$ cat config.mk
export PLATFORM = sky130hd
export DESIGN_NAME = packed_text_zchar_decoder
export DESIGN_NICKNAME = d
export VERILOG_FILES = /design/src/rtl/zchr_pkg.sv /design/src/rtl/packed_text_zchar_decoder.sv /design/src/rtl/zchr_front.sv /design/src/rtl/zchr_back.sv
export SDC_FILE = /design/constraint.sdc
export NUM_CORES = 1
export LEC_CHECK = 0
export ABC_AREA = 1
export BUFFER_PORTS_ARGS = -buffer_cell sky130_fd_sc_hd__buf_2
export CAP_MARGIN = 5
export CORE_UTILIZATION = 65
export CTS_CLUSTER_DIAMETER = 150
export DETAILED_ROUTE_END_ITERATION = 12
export PLACE_DENSITY = 0.85
export SLEW_MARGIN = 10
export SYNTH_ARGS = -nofsm -noshare
export SYNTH_HDL_FRONTEND = slang
export SYNTH_SLANG_ARGS = --single-unit
export TNS_END_PERCENT = 30
$ cat constraint.sdc
create_clock -name i_clk -period 5.35 [get_ports i_clk]
set_input_delay 1.07 -clock i_clk [delete_from_list [all_inputs] [get_ports i_clk]]
set_output_delay 1.07 -clock i_clk [all_outputs]
set_load 0.02 [all_outputs]
$ cat src/rtl/zchr_pkg.sv
`timescale 1ns / 1ps
// ----------------------------------------------------------------------------
// Packed text decoder package
// Shared types, codes and the per-code decode function of the Z-character
// text decoder.
// ----------------------------------------------------------------------------
package zchr_pkg;

    localparam int QUEUE_DEPTH = 4;
    localparam int QPTR_W      = $clog2(QUEUE_DEPTH);
    localparam int QCNT_W      = $clog2(QUEUE_DEPTH + 1);

    // Decoder shift state.
    typedef enum logic [2:0] {
        MODE_A0,
        MODE_A1,
        MODE_A2,
        MODE_AB1,
        MODE_AB2,
        MODE_AB3,
        MODE_ESC1,
        MODE_ESC2
    } t_mode;

    // Result kind as carried on tuser.
    typedef enum logic [1:0] {
        KIND_CHAR   = 2'd0,
        KIND_ABBREV = 2'd1,
        KIND_END    = 2'd2
    } t_kind;

    // Special codes.
    localparam logic [4:0] CODE_ABBR1  = 5'd1;
    localparam logic [4:0] CODE_ABBR2  = 5'd2;
    localparam logic [4:0] CODE_ABBR3  = 5'd3;
    localparam logic [4:0] CODE_SHIFT1 = 5'd4;
    localparam logic [4:0] CODE_SHIFT2 = 5'd5;
    localparam logic [4:0] CODE_ESCAPE = 5'd6;

    // Per-word step counter values.
    localparam logic [1:0] STEP_CODE0 = 2'd0;
    localparam logic [1:0] STEP_CODE1 = 2'd1;
    localparam logic [1:0] STEP_CODE2 = 2'd2;
    localparam logic [1:0] STEP_END   = 2'd3;

    // One queued word, already split into its three codes.
    typedef struct packed {
        logic       last;
        logic [4:0] c0;
        logic [4:0] c1;
        logic [4:0] c2;
    } t_entry;

    // Head of the queue as seen by the back end.
    typedef struct packed {
        logic   valid;
        t_entry entry;
    } t_head;

    // Outcome of running one code through the shift state.
    typedef struct packed {
        t_mode      mode;
        logic [4:0] esc;
        logic       emit;
        t_kind      kind;
        logic [7:0] ch;
        logic [6:0] ab;
    } t_step;

    function automatic logic [7:0] alpha_char(input t_mode m, input logic [4:0] code);
        logic [7:0] c;
        logic [7:0] r;
        c = {3'b000, code};
        r = 8'h20;
        case (m)
            MODE_A1: begin
                if (code >= 5'd6) r = c + 8'h3B;
            end
            MODE_A2: begin
                case (code)
                    5'd7:  r = 8'h0A;
                    5'd18: r = 8'h2E;
                    5'd19: r = 8'h2C;
                    5'd20: r = 8'h21;
                    5'd21: r = 8'h3F;
                    5'd22: r = 8'h5F;
                    5'd23: r = 8'h23;
                    5'd24: r = 8'h27;
                    5'd25: r = 8'h22;
                    5'd26: r = 8'h2F;
                    5'd27: r = 8'h5C;
                    5'd28: r = 8'h2D;
                    5'd29: r = 8'h3A;
                    5'd30: r = 8'h28;
                    5'd31: r = 8'h29;
                    default: begin
                        // Digits sit at codes eight to seventeen.
                        if (code >= 5'd8) r = c + 8'h28;
                    end
                endcase
            end
            default: begin
                if (code >= 5'd6) r = c + 8'h5B;
            end
        endcase
        return r;
    endfunction

    function automatic t_step run_code(input t_mode m, input logic [4:0] esc,
                                       input logic [4:0] code);
        t_step s;
        s.mode = MODE_A0;
        s.esc  = esc;
        s.emit = 1'b0;
        s.kind = KIND_CHAR;
        s.ch   = 8'h00;
        s.ab   = 7'h00;
        case (m)
            MODE_AB1, MODE_AB2, MODE_AB3: begin
                s.emit = 1'b1;
                s.kind = KIND_ABBREV;
                s.ab   = {(m == MODE_AB3) ? 2'd2 : ((m == MODE_AB2) ? 2'd1 : 2'd0), code};
            end
            MODE_ESC1: begin
                s.esc  = code;
                s.mode = MODE_ESC2;
            end
            MODE_ESC2: begin
                // Only the low eight bits of the ten-bit escape survive.
                s.emit = 1'b1;
                s.ch   = {esc[2:0], code};
            end
            default: begin
                case (code)
                    CODE_ABBR1:  s.mode = MODE_AB1;
                    CODE_ABBR2:  s.mode = MODE_AB2;
                    CODE_ABBR3:  s.mode = MODE_AB3;
                    CODE_SHIFT1: s.mode = MODE_A1;
                    CODE_SHIFT2: s.mode = MODE_A2;
                    CODE_ESCAPE: begin
                        if (m == MODE_A2) begin
                            s.mode = MODE_ESC1;
                        end else begin
                            s.emit = 1'b1;
                            s.ch   = alpha_char(m, code);
                        end
                    end
                    default: begin
                        s.emit = 1'b1;
                        s.ch   = alpha_char(m, code);
                    end
                endcase
            end
        endcase
        return s;
    endfunction

endpackage

$ cat src/rtl/packed_text_zchar_decoder.sv
`timescale 1ns / 1ps
// ----------------------------------------------------------------------------
// Packed text Z-character decoder
// Decodes 16-bit packed text words into characters, abbreviation indexes and
// end-of-string markers.
//
//   Channel  Dir  tdata                                   tuser  tlast
//   s_axis   in   [15:0] packed_word                      -      -
//   m_axis   out  [7:0] char_code, [14:8] abbrev_index    kind   last_of_word
//
// The back end works through each word one code per step, with a further
// step for the end marker of a last word.
// A four-entry queue lets the input take words while the back end is busy.
// Results appear from an output register in the cycle after their code step.
// Reset is synchronous and active low; it empties the queue and returns the
// shift state to alphabet zero.
// ----------------------------------------------------------------------------
module packed_text_zchar_decoder import zchr_pkg::*; (
    input  logic        i_clk,
    input  logic        i_rst_n,
    input  logic        s_axis_tvalid,
    output logic        s_axis_tready,
    input  logic [15:0] s_axis_tdata,   // [15:0] packed_word
    output logic        m_axis_tvalid,
    input  logic        m_axis_tready,
    output logic [15:0] m_axis_tdata,   // [7:0] char_code, [14:8] abbrev_index, [15] zero
    output logic [1:0]  m_axis_tuser,   // [1:0] kind
    output logic        m_axis_tlast    // last_of_word
);

    t_head head;
    logic  pop;

    zchr_front u_front (
        .i_clk         (i_clk),
        .i_rst_n       (i_rst_n),
        .s_axis_tvalid (s_axis_tvalid),
        .s_axis_tready (s_axis_tready),
        .s_axis_tdata  (s_axis_tdata),
        .i_pop         (pop),
        .o_head        (head)
    );

    zchr_back u_back (
        .i_clk         (i_clk),
        .i_rst_n       (i_rst_n),
        .i_head        (head),
        .o_pop         (pop),
        .m_axis_tvalid (m_axis_tvalid),
        .m_axis_tready (m_axis_tready),
        .m_axis_tdata  (m_axis_tdata),
        .m_axis_tuser  (m_axis_tuser),
        .m_axis_tlast  (m_axis_tlast)
    );

endmodule

$ cat src/rtl/zchr_front.sv
`timescale 1ns / 1ps
// ----------------------------------------------------------------------------
// Packed text decoder front end
// Accepts packed words, splits them into their codes and end flag, and holds
// them in a short queue for the back end.
// ----------------------------------------------------------------------------
module zchr_front import zchr_pkg::*; (
    input  logic        i_clk,
    input  logic        i_rst_n,
    input  logic        s_axis_tvalid,
    output logic        s_axis_tready,
    input  logic [15:0] s_axis_tdata,   // [15:0] packed_word
    input  logic        i_pop,
    output t_head       o_head
);

    t_entry              r_mem [QUEUE_DEPTH];
    logic [QPTR_W-1:0]   r_wr_ptr, n_wr_ptr;
    logic [QPTR_W-1:0]   r_rd_ptr, n_rd_ptr;
    logic [QCNT_W-1:0]   r_count, n_count;
    logic                push;
    t_entry              in_entry;

    assign s_axis_tready = (r_count != QCNT_W'(QUEUE_DEPTH));
    assign push          = s_axis_tvalid && s_axis_tready;

    always_comb begin
        in_entry.last = s_axis_tdata[15];
        in_entry.c0   = s_axis_tdata[14:10];
        in_entry.c1   = s_axis_tdata[9:5];
        in_entry.c2   = s_axis_tdata[4:0];
    end

    always_comb begin
        n_wr_ptr = push  ? r_wr_ptr + QPTR_W'(1) : r_wr_ptr;
        n_rd_ptr = i_pop ? r_rd_ptr + QPTR_W'(1) : r_rd_ptr;
        n_count  = r_count;
        if (push && !i_pop) begin
            n_count = r_count + QCNT_W'(1);
        end else if (!push && i_pop) begin
            n_count = r_count - QCNT_W'(1);
        end
    end

    assign o_head.valid = (r_count != '0);
    assign o_head.entry = r_mem[r_rd_ptr];

    always_ff @(posedge i_clk) begin
        if (push) begin
            r_mem[r_wr_ptr] <= in_entry;
        end
    end

    always_ff @(posedge i_clk) begin
        if (!i_rst_n) begin
            r_wr_ptr <= '0;
            r_rd_ptr <= '0;
            r_count  <= '0;
        end else begin
            r_wr_ptr <= n_wr_ptr;
            r_rd_ptr <= n_rd_ptr;
            r_count  <= n_count;
        end
    end

    a_pop_nonempty: assert property (@(posedge i_clk) disable iff (!i_rst_n)
        i_pop |-> (r_count != '0))
        else $error("queue popped while empty");

    a_count_bound: assert property (@(posedge i_clk) disable iff (!i_rst_n)
        r_count <= QCNT_W'(QUEUE_DEPTH))
        else $error("queue count beyond depth");

    a_ptr_gap: assert property (@(posedge i_clk) disable iff (!i_rst_n)
        (r_count != '0 && r_count != QCNT_W'(QUEUE_DEPTH)) |->
            (r_wr_ptr != r_rd_ptr))
        else $error("queue pointers disagree with count");

endmodule

$ cat src/rtl/zchr_back.sv
`timescale 1ns / 1ps
// ----------------------------------------------------------------------------
// Packed text decoder back end
// Runs the queued codes through the shift state one per cycle, holding while
// the output register's result is not taken, and drives the result stream from it.
// ----------------------------------------------------------------------------
module zchr_back import zchr_pkg::*; (
    input  logic        i_clk,
    input  logic        i_rst_n,
    input  t_head       i_head,
    output logic        o_pop,
    output logic        m_axis_tvalid,
    input  logic        m_axis_tready,
    output logic [15:0] m_axis_tdata,   // [7:0] char_code, [14:8] abbrev_index
    output logic [1:0]  m_axis_tuser,   // [1:0] kind
    output logic        m_axis_tlast    // last_of_word
);

    t_mode       r_mode, n_mode;
    logic [4:0]  r_esc, n_esc;
    logic [1:0]  r_step, n_step;
    logic        r_out_valid, n_out_valid;
    t_kind       r_out_kind, n_out_kind;
    logic [7:0]  r_out_ch, n_out_ch;
    logic [6:0]  r_out_ab, n_out_ab;
    logic        r_out_last, n_out_last;

    logic        out_free;
    logic        go;
    logic        end_step;
    logic        done;
    logic        later;
    logic [4:0]  code;
    t_step       cur, la1, la2, la_c2;

    assign out_free = !r_out_valid || m_axis_tready;
    assign go       = i_head.valid && out_free;
    assign end_step = (r_step == STEP_END);
    assign done     = end_step || (r_step == STEP_CODE2 && !i_head.entry.last);
    assign o_pop    = go && done;

    always_comb begin
        case (r_step)
            STEP_CODE0: code = i_head.entry.c0;
            STEP_CODE1: code = i_head.entry.c1;
            default:    code = i_head.entry.c2;
        endcase
    end

    // Look ahead over the remaining codes of the word to tell whether this
    // result is the final one that the word causes.
    always_comb begin
        cur   = run_code(r_mode, r_esc, code);
        la1   = run_code(cur.mode, cur.esc, i_head.entry.c1);
        la2   = run_code(la1.mode, la1.esc, i_head.entry.c2);
        la_c2 = run_code(cur.mode, cur.esc, i_head.entry.c2);
        later = i_head.entry.last
             || (r_step == STEP_CODE0 && (la1.emit || la2.emit))
             || (r_step == STEP_CODE1 && la_c2.emit);
    end

    always_comb begin
        n_mode      = r_mode;
        n_esc       = r_esc;
        n_step      = r_step;
        n_out_valid = r_out_valid;
        n_out_kind  = r_out_kind;
        n_out_ch    = r_out_ch;
        n_out_ab    = r_out_ab;
        n_out_last  = r_out_last;
        if (out_free) begin
            n_out_valid = 1'b0;
        end
        if (go) begin
            n_step = done ? STEP_CODE0 : r_step + 2'd1;
            if (end_step) begin
                n_mode      = MODE_A0;
                n_esc       = 5'd0;
                n_out_valid = 1'b1;
                n_out_kind  = KIND_END;
                n_out_ch    = 8'h00;
                n_out_ab    = 7'h00;
                n_out_last  = 1'b1;
            end else begin
                n_mode = cur.mode;
                n_esc  = cur.esc;
                if (cur.emit) begin
                    n_out_valid = 1'b1;
                    n_out_kind  = cur.kind;
                    n_out_ch    = cur.ch;
                    n_out_ab    = cur.ab;
                    n_out_last  = !later;
                end
            end
        end
    end

    always_ff @(posedge i_clk) begin
        r_out_kind <= n_out_kind;
        r_out_ch   <= n_out_ch;
        r_out_ab   <= n_out_ab;
        r_out_last <= n_out_last;
    end

    always_ff @(posedge i_clk) begin
        if (!i_rst_n) begin
            r_mode      <= MODE_A0;
            r_esc       <= 5'd0;
            r_step      <= STEP_CODE0;
            r_out_valid <= 1'b0;
        end else begin
            r_mode      <= n_mode;
            r_esc       <= n_esc;
            r_step      <= n_step;
            r_out_valid <= n_out_valid;
        end
    end

    assign m_axis_tvalid = r_out_valid;
    assign m_axis_tdata  = {1'b0, r_out_ab, r_out_ch};
    assign m_axis_tuser  = r_out_kind;
    assign m_axis_tlast  = r_out_last;

    a_end_step_word: assert property (@(posedge i_clk) disable iff (!i_rst_n)
        (r_step == STEP_END) |-> (i_head.valid && i_head.entry.last))
        else $error("end step without a pending end word");

    a_end_is_last: assert property (@(posedge i_clk) disable iff (!i_rst_n)
        (m_axis_tvalid && m_axis_tuser == KIND_END) |-> m_axis_tlast)
        else $error("end marker not flagged as last of word");

    a_end_resets: assert property (@(posedge i_clk) disable iff (!i_rst_n)
        (go && end_step) |=> (r_mode == MODE_A0 && r_esc == 5'd0))
        else $error("shift state not cleared after end marker");

endmodule
# Word-level counts from Yosys, hierarchy flattened
# Memory sizes are Yosys's and may differ from the RTL's. A register that Yosys moved wholly into a read port is not among the register bits.
# Cells that the tools add are included.
dict set report word_totals {
  reg_bits 34
  ram_bits 64
  in_bits 20
  out_inout_bits 21
  wordCells 160
  memories 1
}
dict set report op_classes {
  n_addsub 8
  n_lt_le_gt_ge 2
  eq_ne 56
  mux 49
  reduce_logical 33
}
# name words word_bits read_ports rd_clocked_by_memory_dff write_ports line_no
set mem_list {}
lappend mem_list {u_front.r_mem 4 16 1 1 1 zchr_front.sv:17} ;# t_entry r_mem [QUEUE_DEPTH];
# operator count
set ops {}
lappend ops {{$pmux 8 s15} 1}
lappend ops {{$eq 5x5->1 const B} 14}
lappend ops {{$eq 5x3->1 const B} 10}
lappend ops {{$mux 8} 6}
lappend ops {{$pmux 8 s2} 3}
lappend ops {{$eq 3x3->1 const B} 12}
lappend ops {{$pmux 3 s6} 2}
lappend ops {{$eq 5x2->1 const B} 6}
lappend ops {{$mux 3} 7}
lappend ops {{$eq 3x2->1 const B} 6}
lappend ops {{$pmux 1 s2} 8}
lappend ops {{$reduce_or 4->1} 4}
lappend ops {{$eq 5x1->1 const B} 3}
lappend ops {{$reduce_or 5->1} 3}
lappend ops {{$add 5x6->7 const B} 2}
lappend ops {{$mux 7} 2}
lappend ops {{$mux 1} 12}
lappend ops {{$pmux 3 s2} 2}
lappend ops {{$mux 2} 5}
lappend ops {{$pmux 5 s2} 1}
lappend ops {{$add 5x7->8 const B} 1}
lappend ops {{$logic_and 1x1->1} 8}
lappend ops {{$add 2x1->2 const B} 3}
lappend ops {{$reduce_bool 2->1} 3}
lappend ops {{14 further kinds} 24}

# Longest topological paths before layout
# Gate-level depths: netlist of run 1.
dict set report logic_depth {
  ltp_word 19
  ltp_mapped 24
  mapped_depth_nobuf 23
}

# Modules after synthesis
# From an unflattened synthesis of run 1, not the netlist that was laid out.
dict set report hier_totals {
  hier_cells 546
  hier_area_um2 5128.7
}
# module instances cells_per_inst area_per_inst_um2 seq_area_each_um2
set modules_own_cells {}
lappend modules_own_cells {zchr_front 1 217 2825.2 2102.0}
lappend modules_own_cells {zchr_back 1 329 2303.5 720.7}

# Least setup slack after synthesis of run 1
# Ideal clock, no wire load.
dict set report synth_timing {
  path_type {register -> register}
  start {register with a tool-made name}
  end {register u_back.r_out_last, in the netlist u_back.m_axis_tlast (enable)}
  setup_time_ns 0.335
  arrival_time_ns 2.576
  required_ns 5.015
  setup_slack_ns 2.439
  stages_incl_launch_ff 20
  n_path_buf 2
  period_less_slack_ns 2.911
  path_cell_list {dfxtp_1 > inv_2 > buf_6 > buf_6 > nand2_1 > nand3_1 > nand2_1 > nor2_1 > nor2_4 > inv_1 > ha_1 > nor2_1 > nor2_2 > a22oi_4 > nand2_4 > nand2_2 > nand2_2 > nand3_1 > nand2_1 > inv_2}
}
# item line_no
set synth_lines {}
lappend synth_lines {{to (signal assigned)} zchr_back.sv:102} ;# r_out_last <= n_out_last;
lappend synth_lines {{to (decl)} zchr_back.sv:26} ;# logic r_out_last, n_out_last;

==> summary.md, run 1 <==
| Metric | Value |
|---|---|
| Internal Power | 1.806 mW |
| Via-per-instance ratio | 5.724 |
| Post-CTS Resized | 0 |
| Final worst path period need | 3.763 ns |
| CP endpoint kind | register |
| CTS tree | yes |
| WL final | approximately 11,000 um |
| Worst Tran Pin Value | 0.9829 ns |
| Core region area | roughly 7800 um2 |
| H-tree levels | 3 |
| I/O Buffers | 39 |
| Filler instances | 560 |
| CTS clock-pin slew for the worst setup and hold paths | 0.09 ns |
| Clk_skew | 0.01317 ns |
| Critical Path Source Type | register |
| Ys flop type | edfxtp_1 |
| Clock power share | 13.3% |
| Hold/Removal Path Class | register to register |
| Period utilization | 70.34% |
| Count leader, synth | nand2_1 |
| Final Hold Fails | 0 |
| Setup violations, final | 0 |
| Overflow after GRT | 0 |
| DRT antenna net count | 0 |
| Initial Utilization | between 60% and 70% |
| Sw frac | between 40% and 50% |
| RSZ-0062 raised after global routing | no |
| Site row count | 32 |
| Vias in the first global route | 3,939 |
| Clk buf depth | 2 |
| Max rail drop VDD | around 300 uV |
| Hold Buf Count CTS | 0 |
| Yosys reg bits | 100 |
| Largest area contributor in the netlist | edfxtp_1 |
| CTS Root Cell | clkbuf_8 |
| TNS Setup | 0 ns |
| DR vias | 4,161 |
| First-pass GRT wire length | roughly 18,000 um |
| Max FO, Critical Path | 19 |
| Total global-route track usage | 27.74% |
| Sequential area share after synthesis | between 50 and 60% |
| Peak Freq | 0.2657 GHz |
| Cell Area, Synth | between 5000 and 6000 um2 |
| Post-synth ARST share | 0% |
| Avg Inst Size Synth | around 9 um2 |
| Slew margin rel. | 34.40% |
| Area of the die | roughly 8500 um2 |
| Hold path start | u_back.r_esc[1] |
| Area growth syn-to-layout | 7.993% |
| WHS Endpoint | u_back.r_esc[1] |
| # Post-CTS Setup Buffers | 0 |
| Post-synth cell types | 41 |
| Final HPWL DP | 7621 um |
| Critical Path AT | 3.80 ns |
| Die width | 92.09 um |
| R2r endpoint | u_back.r_out_ch[5] |
| DRC | 0 |
| Top-Level Pins | 41 |
| Clock buffer count from CTS | 9 |
| WHS Path Cells | 2 |
| Seq pwr share | 32.4% |
| Logic gate share of total power | between 50 and 60% |
| Post-Syn Instances | 582 |
| Critical Path RT | 5.39 ns |
| WHS | between 0.4 and 0.5 ns |
| Final Max Tran Viols | 0 |
| Mapped Nets | 621 |
| Global placer's final weighted congestion | 0.9301 |
| Switching power | 1.662 mW |
| CTS Sinks | 100 |
| Nets | roughly 660 |
| Power Density | 608.9 nW/um2 |
| Routed wire per std cell | 15.08 um |
| Commonest cells in the netlist | 184 x nand2_1, 82 x edfxtp_1, 54 x nand3_1, 51 x inv_1, 38 x nor2_1 |
| Initial antenna violation count | 0 |
| Maxcap violations | 0 |
| Drt first pass iters | 5 |
| Largest net degree at the start of global routing | 34 |
| Layout cell share with drive strength beyond 1 | around 16% |
| N_diodes | 0 |
| Starting DRT DRC Count | 324 |
| Die Y-Extent | 92.09 um |
| Number of synthesized flops with an enable pin | 82 |
| Synth area leaders | edfxtp_1 47%, nand2_1 13%, dfxtp_1 6.8%, nand3_1 5.1%, ha_1 4.3% |
| Clk Latency, worst-skew pair | 0.38 ns |
| Syn. warnings | 0 |
| Reg2Reg Depth | 17 |
| Tot Pwr | roughly 3.5 mW |
| Worst setup path category | register to register |
| Post-synth top area share | 46.68% |
| LEAKAGE | between 2 and 2.5 nW |
| R2r setup slk | approximately 1.6 ns |
| Status | finished, final reports clean |
## placed cells by master, fill, tap and decap left out, drive strengths merged, types with 2 or more instances in the layout
master,instances
nor3b,2
o21ai,23
clkinv,5
buf,41
clkbuf,9
ha,18
nand3,62
nand4,6
dfxtp,18
edfxtp,82
nor3,8
nand2,192
a21oi,32
nor2,51
inv,63
## stage by stage
step / instances / util (%) / area [um2] / setup WS, ns
finish: 727 / 72.96 / 5697 / 1.587
global placement: 711 / 70.51 / 5505 / 1.865
global route: 727 / 72.96 / 5697 / 1.220
floorplan: 582 / - / 5275 / 2.439
detailed placement: 711 / 70.51 / 5505 / 1.636
CTS: 727 / 72.96 / 5697 / 1.620
## worst max-delay path, cell delays in order (launching register included)
cell,delay (ns)
dfxtp_1,0.78
inv_2,0.31
nand2_1,0.13
o21ai_0,0.15
nand2_1,0.09
nand2_1,0.08
nor2_4,0.22
inv_1,0.19
ha_1,0.31
nor2_1,0.15
nor2_2,0.08
a22oi_4,0.22
nand2_4,0.11
nand2_2,0.07
nand2_2,0.07
nand3_1,0.08
nand2_1,0.07
inv_2,0.32
## registers in the layout, indices dropped and copies added, names as in the netlist, named ones only
register	count
u_back.r_out_ch	8
u_back.m_axis_tlast	1
u_back.r_esc	3
u_back.r_out_ab	7
u_back.m_axis_tvalid	1
u_back.r_mode	3
u_front.r_wr_ptr	2
u_front.r_rd_ptr	2
u_front.r_mem	64
u_back.m_axis_tuser	2
u_back.r_step	2
u_front.r_count	3
## worst max path at each step
stage	to	slack [ns]	cells after the start	startpoint
5_1_grt	u_back.r_out_ch[5]	1.22	17	register
3_5_place_dp	u_back.r_out_ch[2]	1.64	17	register
4_1_cts	u_back.r_out_ch[2]	1.62	17	register
3_3_place_gp	u_back.m_axis_tuser[1]	1.86	17	register
6_report	u_back.r_out_ch[5]	1.59	17	register
2_1_floorplan	u_back.m_axis_tlast	2.44	19	register
## routing by layer
| metal | track usage (%) | routed length [um] | vias to the layer above |
|---|---|---|---|
| li1 | - | - | 2020 |
| met1 | 36.19 | 4772 | 1944 |
| met2 | 45.09 | 5245 | 174 |
| met3 | 6.551 | 703 | 23 |
| met4 | 10.55 | 242 | 0 |
| met5 | 0 | 0 | - |
## final cells by class
| cell class | count | area, um2 | share of cell area, % |
|---|---|---|---|
| Sequential cell | 100 | 2823 | 49.55 |
| Multi-Input combinational cell | 407 | 2116 | 37.14 |
| Inverter | 61 | 229.0 | 4.019 |
| Timing Repair Buffer | 41 | 210.2 | 3.690 |
| Tap cell | 102 | 127.6 | 2.240 |
| Clock buffer | 9 | 123.9 | 2.174 |
| Clock inverter | 7 | 67.56 | 1.186 |
## logic make-up after synthesis
kind of cell	Yosys count	share of synthesized area, %
flip-flops	100	53.51
other	1	0.07109
AO/OA/AOI/OAI	63	6.784
AND/OR/NAND/NOR	323	28.30
buffers and inverters	75	6.523
adder cells (fa/ha/maj)	19	4.649
XOR/XNOR	1	0.1661
## power groups by stage
stage	Combinational [mW]	Sequential [mW]	Clock, mW
2_1_floorplan	1.35	1.23	0
3_3_place_gp	1.79	1.13	0
3_5_place_dp	1.84	1.14	0
4_1_cts	1.85	1.12	0.470
5_1_grt	2.08	1.14	0.498
6_report	1.88	1.12	0.461
Note: power is estimated with default switching activity, not from simulation.
==> inputs of run 2 (changes only) <==
--- a/config.mk
+++ b/config.mk
@@ -8,10 +8,10 @@
 export ABC_AREA = 1
 export BUFFER_PORTS_ARGS = -buffer_cell sky130_fd_sc_hd__buf_2
 export CAP_MARGIN = 5
-export CORE_UTILIZATION = 65
+export CORE_UTILIZATION = 54
 export CTS_CLUSTER_DIAMETER = 150
 export DETAILED_ROUTE_END_ITERATION = 12
-export PLACE_DENSITY = 0.85
+export PLACE_DENSITY = 0.76
 export SLEW_MARGIN = 10
 export SYNTH_ARGS = -nofsm -noshare
 export SYNTH_HDL_FRONTEND = slang
==> constraint.sdc (replaced) <==
create_clock -name i_clk -period 3.3 [get_ports i_clk]
set_input_delay 0.66 -clock i_clk [delete_from_list [all_inputs] [get_ports i_clk]]
set_output_delay 0.66 -clock i_clk [all_outputs]
set_load 0.02 [all_outputs]
==> run 2 against run 1 <==
  * Fmax increased by 23%
  * Via count decreased by 3.1%
  * Critical endpoint is now u_back.r_out_ch[6]
  * Total power increased by 65%
  * Cell count increased by 5.5%
  * Clock-buffer cell count unchanged
  * Clock skew decreased by 0.0039 ns
  * Worst setup slack got worse by 1.3 ns
  * Combinational power increased by 66%
==> summary.md, run 2 (synthesized netlist as in run 1, its figures left out) <==
| Metric | Value |
|---|---|
| Status | finished, final reports clean |
| Commonest cells after routing, fill and taps aside | 184 x nand2_1, 82 x edfxtp_1, 54 x nand3_1, 51 x inv_1, 39 x buf_2 |
| Clk Latency, worst-skew pair | 0.37 ns |
| Final HPWL DP | 8064 um |
| Maxcap violations | 0 |
| Initial Utilization | 56.29% |
| Switching power | 2.657 mW |
| Seq pwr share | a little under a third |
| CTS Root Cell | clkbuf_8 |
| # Post-CTS Setup Buffers | 0 |
| Filler instances | roughly 800 |
| Die Y-Extent | around 100 um |
| RSZ-0062 raised after global routing | no |
| LEAKAGE | 2.488 nW |
| R2r setup slk | 0.24 ns |
| Total global-route track usage | 23.70% |
| Power Density | 982.5 nW/um2 |
| WL final | 10,980 um |
| Area growth syn-to-layout | 10.67% |
| Logic gate share of total power | around 54% |
| Nets | 672 |
| Die width | 100.8 um |
| Final Hold Fails | 0 |
| Vias in the first global route | 3,972 |
| Worst Tran Pin Value | between 0.6 and 0.7 ns |
| Sw frac | between 40% and 50% |
| H-tree levels | 3 |
| Final worst path period need | 3.056 ns |
| Internal Power | 3.078 mW |
| Reg2Reg Depth | 19 |
| Layout cell share with drive strength beyond 1 | 17.40% |
| Hold/Removal Path Class | register to register |
| Core region area | 9371 um2 |
| Sequential cell area | 2823 um2 |
| DRC | 0 |
| Top-Level Pins | 41 |
| Worst r2r src | u_back.r_step[1] |
| Worst setup path category | register to register |
| Max stage delay on crit path | 0.39 ns |
| TNS Setup | 0 ns |
| Via-per-instance ratio | 5.256 |
| CP endpoint kind | register |
| Placement Setup Slack | 0.1151 ns |
| DRT antenna net count | 0 |
| CP max-delay cell | dfxtp_1 |
| Clk_skew | roughly 0.009 ns |
| Hold Buf Count CTS | 0 |
| Largest net degree at the start of global routing | 20 |
| CTS clock-pin slew for the worst setup and hold paths | around 0.090 ns |
| Worst Setup EP | u_back.r_out_ch[6] |
| Most common library cell in the layout ignoring fill and taps | nand2_1 |
| Site row count | 35 |
| Critical Path RT | approximately 3.4 ns |
| DR vias | a little over 4,000 |
| CP Cell Sequence | inv_1 -> ha_1 -> nor2_2 -> nand3_1 -> nand2_1 -> nor2_4 -> inv_1 -> ha_1 -> inv_1 -> nor2_1 -> nand2_1 -> o21ai_2 -> nor2_4 -> nand3_2 -> nand2_1 -> nand3_1 -> nand2_1 -> nand2_1 -> a21oi_1 |
| Routed wire per std cell | approximately 14 um |
| N_diodes | 0 |
| Largest reg by FF count | u_front.r_mem |
| Final worst setup slack | 0.2439 ns |
| Critical Path AT | 3.16 ns |
| CTS tree | yes |
| Max rail drop VDD | roughly 490 uV |
| Setup violations, final | 0 |
| Global placer's final weighted congestion | around 0.88 |
| Final Max Tran Viols | 0 |
| I/O Buffers | 39 |
| Clk buf depth | 2 |
| Overflow after GRT | 0 |
| R2r endpoint | u_back.r_out_ch[6] |
| CP most frequent cell | nand2_1 |
| Finished Cell Area | 5838 um2 |
| Max FO, Critical Path | 7 |
| Area of the die | around 10,000 um2 |
| Clock buffer count from CTS | 9 |
| Slew margin rel. | 56.65% |
| Worst setup path start | u_back.r_step[1] |
| Initial antenna violation count | 0 |
| Area of the multi-input gates | 2111 um2 |
| Largest regs | u_front.r_mem (64), u_back.r_out_ch (8), u_back.r_out_ab (7) |
| Critical Path Source Type | register |
| Max reg flops | 64 |
| CTS Sinks | 100 |
| Peak Freq | 0.3272 GHz |
| Starting DRT DRC Count | 283 |
| Post-CTS Resized | 0 |
| Clock power share | 13.9% |
| Drt first pass iters | 5 |
| First-pass GRT wire length | 18,240 um |
| Period utilization | 92.61% |
| Area post-placement | 5629 um2 |
-- run 2: changes by cell type in the layout (fill, tap and decap cells not counted), sizes merged --
| cell | change |
|---|---|
| buf | +13 |
| bufinv | +1 |
| clkinv | -1 |
-- run 2: worst min path at each step --
stage                     slack, ns  cells past startpoint                start                  end
after floorplan                0.44                      2  u_front.r_rd_ptr[1]             register
after global placement         0.45                      2  u_front.r_rd_ptr[1]  u_front.r_rd_ptr[1]
after detailed placement       0.46                      2  u_front.r_rd_ptr[1]  u_front.r_rd_ptr[1]
after CTS                      0.47                      2      u_back.r_esc[2]      u_back.r_esc[2]
after global routing           0.48                      1      s_axis_tdata[2]  u_front.r_mem[0][2]
final                          0.47                      2  u_front.r_rd_ptr[1]             register
-- run 2: worst max-delay path, delay by kind of cell, from the launching register on --
| family | cells | cell delay [ns] |
|---|---|---|
| AO/OA/AOI/OAI | 2 | 0.18 |
| adder cells (fa/ha/maj) | 2 | 0.55 |
| buffers and inverters | 3 | 0.24 |
| flip-flops | 1 | 0.39 |
| AND/OR/NAND/NOR | 12 | 1.44 |
-- run 2: per-stage QoR --
stage	power, mW	util [%]	instances	hold WS (ns)
3_3_place_gp	4.867	60.07	751	0.4515
2_1_floorplan	4.182	-	582	0.4356
3_5_place_dp	4.924	60.07	751	0.4602
6_report	5.736	62.30	767	0.4709
5_1_grt	6.190	62.30	767	0.4820
4_1_cts	5.716	62.24	767	0.4742
-- run 2: final cells by class --
| cell class | count | share of cell area, % |
|---|---|---|
| clock buffers | 9 | 2.122 |
| well taps | 129 | 2.765 |
| flip-flops and latches | 100 | 48.35 |
| multi-input cells | 407 | 36.16 |
| clock inverters | 7 | 1.372 |
| repair buffers | 54 | 5.272 |
| inverters | 61 | 3.965 |
-- run 2: per-layer routing --
| metal | track usage, % | wire (um) | vias to the layer above |
|---|---|---|---|
| met2 | 41.36 | 5442 | 106 |
| met3 | 4.438 | 479 | 14 |
| met5 | 0 | 0 | - |
| met1 | 29.69 | 4880 | 1871 |
| li1 | - | - | 2040 |
| met4 | 7.915 | 182 | 0 |
-- run 2: power groups by stage --
stage	clock (mW)	combinational (mW)	sequential, mW
2_1_floorplan	0	2.19	1.99
3_5_place_dp	0	3.08	1.85
4_1_cts	0.809	3.09	1.82
6_report	0.799	3.12	1.81
5_1_grt	0.861	3.49	1.84
3_3_place_gp	0	3.03	1.83
